===== src/rtl/core/gntm_isqrt.sv =====
// Iterative floor square root of a 64-bit value, one result bit per cycle.
module gntm_isqrt (
   input  logic        clock,
   input  logic        reset,
   input  logic        start,
   input  logic [63:0] n_start,
   output logic        done,
   output logic [31:0] root
);
   logic [63:0] rem_ff, res_ff, rem_in, res_in, bit_v;
   logic [64:0] trial;
   logic [4:0]  iter_ff;
   logic        busy_ff, done_ff;

   always_comb begin
      // bit = 4^(31-iter)
      bit_v = 64'd1 << {~iter_ff, 1'b0};
      trial = {1'b0, res_ff} + {1'b0, bit_v};
      if ({1'b0, rem_ff} >= trial) begin
         rem_in = rem_ff - trial[63:0];
         res_in = (res_ff >> 1) + bit_v;
      end else begin
         rem_in = rem_ff;
         res_in = res_ff >> 1;
      end
   end

   always_ff @(posedge clock) begin
      if (reset) begin
         busy_ff <= 1'b0;
         done_ff <= 1'b0;
         iter_ff <= '0;
      end else begin
         done_ff <= 1'b0;
         if (start) begin
            busy_ff <= 1'b1;
            iter_ff <= '0;
         end else if (busy_ff) begin
            iter_ff <= iter_ff + 5'd1;
            if (iter_ff == 5'd31) begin
               busy_ff <= 1'b0;
               done_ff <= 1'b1;
            end
         end
      end
   end

   always_ff @(posedge clock) begin
      if (start) begin
         rem_ff <= n_start;
         res_ff <= '0;
      end else if (busy_ff) begin
         rem_ff <= rem_in;
         res_ff <= res_in;
      end
   end

   assign done = done_ff;
   assign root = res_ff[31:0];
endmodule


===== config.mk =====
export PLATFORM = sky130hd
export DESIGN_NAME = gntm_isqrt
export DESIGN_NICKNAME = d
export VERILOG_FILES = /design/src/rtl/core/gntm_isqrt.sv
export SDC_FILE = /design/constraint.sdc
export NUM_CORES = 1
export LEC_CHECK = 0
export ABC_AREA = 1
export BUFFER_PORTS_ARGS = -buffer_cell sky130_fd_sc_hd__clkbuf_2
export CELL_PAD_IN_SITES_DETAIL_PLACEMENT = 1
export CELL_PAD_IN_SITES_GLOBAL_PLACEMENT = 2
export CORE_UTILIZATION = 25
export CTS_BUF_LIST = sky130_fd_sc_hd__clkbuf_16
export DETAILED_ROUTE_END_ITERATION = 7
export PLACE_DENSITY = 0.61
export SYNTH_ARGS = -nofsm -noshare
export SYNTH_HDL_FRONTEND = slang
export SYNTH_SLANG_ARGS = --single-unit

===== constraint.sdc =====
create_clock -name clock -period 20.7 [get_ports clock]
set_clock_uncertainty 0.2 [all_clocks]
set_input_delay 4.14 -clock clock [delete_from_list [all_inputs] [get_ports clock]]
set_output_delay 4.14 -clock clock [all_outputs]
set_load 0.01 [all_outputs]

==> results.toml, run 1 <==
[logic_synthesis]
synthArstFlopShare_pct = 0
synth_nets = 3250
netlist_area_mm2 = 0.01802
yosysTopAreaCell = "nand2_1"
avgSynthCellArea_um2 = 5.917
ys_types = 53
ys_seq_area_share_pct = 18.56
synth_edf_count = 64
syn_inst = 3045
synth_top_flop_cell = "dfxtp_1"
synthTopCellsByArea = "nand2_1 (16%), edfxtp_1 (11%), ha_1 (9.5%), inv_1 (9.0%), dfxtp_1 (7.9%)"
synth_top_area_share_pct = 16.13
yosys_warnings = 0
yosys_register_bits = 135

[clock_tree]
holdBufCountCts = 0
post_cts_buffers = 0
cts_root_buf = "clkbuf_16"
clock_latency_ns = 0.51
cts.sinks = 135
cts_buffer_depth = 2
numCtsBuffers = 17
ctsResizeCount = 0
clk_pin_slew_ns = 0.07
cts_tree = "yes"
htreeDepth = 4

[sta]
setup_violations = 0
hold_viol_final = 0
rsz0062_at_grt = "false"
drv_slew = 0
layout_setup_ws_ns = 12.74
tightest_slew_ns = 1.035
fin_crit_sh_pct = 38.46
max_clock_freq_mhz = 125.6
finalSetupTns_ns = 0
relSlewSlack_pct = 31.03
layout_min_cycle_time_ns = 7.962

[detailed_routing]
first_iter_violations = 1042
dr.pass1.iters = 7
wl_per_cell_um = 22.22
ant_nets = 0
drt-vias-per-instance = 5.019
drc = 0
dr_total_vias = 20295
totalWireLength_mm = 89.84

[floorplan]
rows = 98
die_area_mm2 = 0.07314
start_util_pct = 25.25
ios = 100
core-area_mm2 = 0.07136
die_h_um = 270.4
dieWidth_um = 270.4

[setup_path]
path_max_fanout = 64
cp.required_ns = 20.62
crit_path_end_kind = "register"
worst-path-buf-inv = 3
worst_ep_arrival_time_ns = 7.88
critPathMaxStageDelay_ns = 0.71
startpoint_type = "register"
path_delay_family = "simple AND/OR/NAND/NOR gates"
cp_common_cell = "nand2_1"
crit_path_top_delay_cell = "buf_4"
worstSetupPathType = "register to register"

[finish]
antenna_cells = 0
n_fill_cell = 9382
nNetsFinal = 3286
area_growth_pct = 10.07
drive_above_1_share_pct = 6.820

[power]
p_per_area_mw_per_mm2 = 100.8
max-vdd-ir-drop_mv = 0.04684
p_leak_nw = 8.178

[global_routing]
grt_max_degree = 71
grt_overflow_total = 0
grt_pass1_wl_mm = 133.8
antenna_found_initial = 0
track_usage_pct = 24.51
first_global_vias = 21188

[placement]
hpwl_mm = 75.83
pre_cts_ws_ns = 12.88
globalplace.congestion = 0.9318
io_buffers = 99

[outcome]
status = "finished, final reports clean"

[job]
maxCapViolations = 0

[worst_hold_path]
min_path_type = "register to register"
-- final timing paths --
| path | startpoint | cells after the start | endpoint | slack, ns |
|---|---|---|---|---|
| worst max-delay path | iter_ff[4] | 28 | rem_ff[55] | 12.74 |
| worst min register to register | res_ff[0] | 2 | res_ff[0] | 0.31 |
| worst min-delay path | res_ff[0] | 2 | res_ff[0] | 0.31 |
| worst max register to register | iter_ff[4] | 28 | rem_ff[55] | 12.74 |
-- synth_stat cells (4+ instances only) --
cell	n
a211oi_1	4
a21boi_0	8
a21o_1	13
a21oi_1	244
a221oi_1	5
a31oi_1	17
buf_1	6
buf_2	9
buf_4	34
buf_6	5
clkbuf_1	44
dfxtp_1	71
edfxtp_1	64
ha_1	137
inv_1	433
inv_2	4
nand2_1	774
nand2_2	13
nand3_1	268
nand3b_1	15
nand4_1	40
nor2_1	340
nor2_2	4
nor3_1	46
nor4_1	13
o211ai_1	7
o21a_1	6
o21ai_0	205
o21ai_1	4
o21bai_1	27
o22ai_1	5
o31ai_1	6
or2_2	26
xnor2_1	45
xor2_1	77
-- sequential cells by signal (all words and copies together) (netlist names) --
signal	flops
res_ff	64
iter_ff	5
done	1
rem_ff	64
busy_ff	1
-- kinds of logic (layout without fill, tap and decap cells) --
| family | Yosys count | count (layout) | synth area share [%] |
|---|---|---|---|
| buffers and inverters | 536 | 585 | 12.15 |
| adder cells (fa/ha/maj) | 138 | 138 | 9.626 |
| AO/OA/AOI/OAI | 567 | 567 | 17.33 |
| XOR/XNOR | 122 | 122 | 5.931 |
| flip-flops | 135 | 135 | 18.56 |
| AND/OR/NAND/NOR | 1547 | 1547 | 36.41 |
-- per-stage QoR --
stage / total power, mW / hold WS [ns] / instances / instance area [um^2] / utilization [%]
global route: 2.163 / 0.3316 / 4044 / 19830 / 27.79
detailed placement: 1.687 / 0.3020 / 4012 / 19280 / 27.02
floorplan: 1.255 / 0.2631 / 3045 / 18020 / -
global placement: 1.678 / 0.3018 / 4012 / 19280 / 27.02
finish: 2.000 / 0.3073 / 4044 / 19830 / 27.79
CTS: 2.011 / 0.3130 / 4044 / 19830 / 27.79
-- worst reg2reg max path, delay by kind of cell (launching register included) --
family | cells | cell delay (ns)
compound gates | 3 | 0.70
xor+xnor | 1 | 0.29
fa+ha+maj | 2 | 0.56
buf+inv | 3 | 1.37
flops | 1 | 0.69
simple gates | 19 | 3.62
-- power by group --
group | internal (mW) | switching [mW]
clock | 0.160 | 0.152
combinational | 0.380 | 0.855
sequential | 0.368 | 0.0835
total | 0.909 | 1.09
-- layout make-up --
| class | count | area, um^2 | area share (%) |
|---|---|---|---|
| clock inverters | 14 | 97.59 | 0.4921 |
| flip-flops and latches | 135 | 3344 | 16.87 |
| multi-input cells | 2374 | 12490 | 62.97 |
| clock buffers | 18 | 450.4 | 2.271 |
| repair buffers | 115 | 618.1 | 3.117 |
| inverters | 438 | 1644 | 8.291 |
| well taps | 950 | 1189 | 5.994 |
-- metal layers --
layer | part of all wire (%) | GRT usage [%]
met5 | 0 | 0
met4 | 2.9 | 8.237
met3 | 2.0 | 1.956
met2 | 47 | 41.19
met1 | 48 | 32.82
-- cell usage in the layout (no fill, tap or decap), drive strengths merged, types with 64 or more instances in the layout --
cell and count:
nand3 269, nor2 345, dfxtp 71, xor2 77, edfxtp 64, ha 137, nand2 790, o21ai 212
clkbuf 116, a21oi 247, inv 443
Power figures use the tool's default switching activity.
==> run 2, diff against run 1 <==
--- a/config.mk
+++ b/config.mk
@@ -12,7 +12,7 @@
 export CORE_UTILIZATION = 25
 export CTS_BUF_LIST = sky130_fd_sc_hd__clkbuf_16
 export DETAILED_ROUTE_END_ITERATION = 7
-export PLACE_DENSITY = 0.61
+export PLACE_DENSITY = 0.63
 export SYNTH_ARGS = -nofsm -noshare
 export SYNTH_HDL_FRONTEND = slang
 export SYNTH_SLANG_ARGS = --single-unit
==> constraint.sdc (replaced) <==
create_clock -name clock -period 6.4 [get_ports clock]
set_clock_uncertainty 0.2 [all_clocks]
set_input_delay 1.28 -clock clock [delete_from_list [all_inputs] [get_ports clock]]
set_output_delay 1.28 -clock clock [all_outputs]
set_load 0.01 [all_outputs]
==> results.toml, run 2 (synthesis results as in run 1) <==
[power]
max-vdd-ir-drop_mv = 0.1804
p_per_area_mw_per_mm2 = 322.0
finalPower_mw = 6.668
p_leak_nw = 8.727

[detailed_routing]
wl_per_cell_um = 21.32
totalWireLength_mm = 88.18
first_iter_violations = 1140
ant_nets = 0
dr_total_vias = 20608
dr.pass1.iters = 5
drc = 0
drt-vias-per-instance = 4.984

[clock_tree]
numCtsBuffers = 17
holdBufCountCts = 0
clk_pin_slew_ns = 0.07
cts_root_buf = "clkbuf_16"
cts.sinks = 135
htreeDepth = 4
clock_latency_ns = 0.50
cts_buffer_depth = 2
cts_tree = "yes"
post_cts_buffers = 0

[floorplan]
start_util_pct = 25.25
dieWidth_um = 270.4
die_area_mm2 = 0.07314
die_h_um = 270.4
rows = 98
ios = 100
core-area_mm2 = 0.07136

[placement]
hpwl_mm = 74.97
io_buffers = 99
pre_cts_ws_ns = -0.1566
globalplace.congestion = 0.8944
postPlaceCellArea_mm2 = 0.02003

[setup_path]
cp_common_cell = "nand2_1"
crit_path_end = "res_ff[58]"
r2r-end = "res_ff[58]"
crit_path_top_delay_cell = "nor3_1"
rrSetupSlack_ns = 0.41
startpoint_type = "register"
critPathMaxStageDelay_ns = 0.43
path_max_fanout = 24
crit_path_end_kind = "register"
r2r_start = "iter_ff[2]"
worstSetupPathType = "register to register"
worst_ep_arrival_time_ns = 6.13
cp.required_ns = 6.54
cp-startpoint = "iter_ff[2]"
reg2reg_depth = 32

[worst_hold_path]
min_path_type = "register to register"

[finish]
drive_above_1_share_pct = 9.796
design_area_mm2 = 0.02071
antenna_cells = 0
final_common_cell = "nand2_1"
layout_common_cells = "nand2_1 (773), inv_1 (433), nor2_1 (339)"
largestRegisters = "rem_ff (64), res_ff (64), iter_ff (5)"
area_growth_pct = 14.95
nNetsFinal = 3377

[sta]
max_clock_freq_mhz = 166.9
hold_viol_final = 0
fin_hold_ws_ns = 0.3185
rsz0062_at_grt = "false"
relSlewSlack_pct = 36.85
setup_violations = 0
finalSetupTns_ns = 0
layout_setup_ws_ns = 0.4089
tightest_slew_ns = 0.9373
fin_crit_sh_pct = 93.61
layout_min_cycle_time_ns = 5.991
drv_slew = 0

[job]
maxCapViolations = 0

[global_routing]
first_global_vias = 21934
grt_overflow_total = 0
track_usage_pct = 23.95
grt_max_degree = 71
antenna_found_initial = 0
grt_pass1_wl_mm = 132.2

[outcome]
status = "finished, final reports clean"
run 2: changes by cell type in the layout (fill, tap and decap cells not counted), moves of 2 or more:
cell        delta
nor3_2         +5
buf_12         +5
buf_4         +85
o21ai_1        +3
nor3_1         -6
clkinvlp_4     -2
bufinv_16      +2
o21ai_0        -3
run 2: worst max-delay path, delay by kind of cell (launching register included):
family / cells / cell delay, ns
compound gates: 5 / 0.65
xor+xnor: 1 / 0.20
fa+ha+maj: 3 / 0.93
buf+inv: 7 / 1.11
flops: 1 / 0.36
simple gates: 16 / 2.34
run 2: layout make-up:
type                       count  area, um^2
fill                        9364       50650
tap                          950        1189
multi-input combinational   2374       12540
clock inverter                13       137.6
timing repair buffer         206        1371
sequential                   135        3344
clock buffer                  19       475.5
inverter                     438        1648
run 2: what timing repair did:
item                                    4_1_cts  5_1_grt
endpoints found under the setup margin      126      129
endpoints found under the hold margin         0        0
pin swaps                                     0        1
gates resized for setup                       1       17
run 2: where the power goes:
| group | internal (mW) | total (mW) | switching [mW] |
|---|---|---|---|
| combinational | 1.38 | 4.16 | 2.78 |
| sequential | 1.19 | 1.40 | 0.213 |
| clock | 0.622 | 1.11 | 0.486 |
run 2: per-stage QoR:
step           std cells  util (%)
4_1_cts             4135     28.93
3_3_place_gp        4103     28.06
3_5_place_dp        4103     28.06
5_1_grt             4135     29.02
6_report            4135     29.02
2_1_floorplan       3045         -
run 2: how the worst min path moves through the flow:
stage,from,end,cells past startpoint
6_report,res_ff[0],res_ff[0],2
5_1_grt,res_ff[0],res_ff[0],2
4_1_cts,res_ff[0],res_ff[0],2
3_5_place_dp,res_ff[0],res_ff[0],2
3_3_place_gp,res_ff[0],res_ff[0],2
2_1_floorplan,res_ff[0],res_ff[0],2
run 2: per-layer routing:
metal  vias up  track usage [%]  part of all wire [%]
li1      10220                -                     -
met1      9954            31.48                    47
met2       327            40.49                    47
met3       107            1.965                   2.6
met4         0            9.040                   3.4
met5         -                0                     0
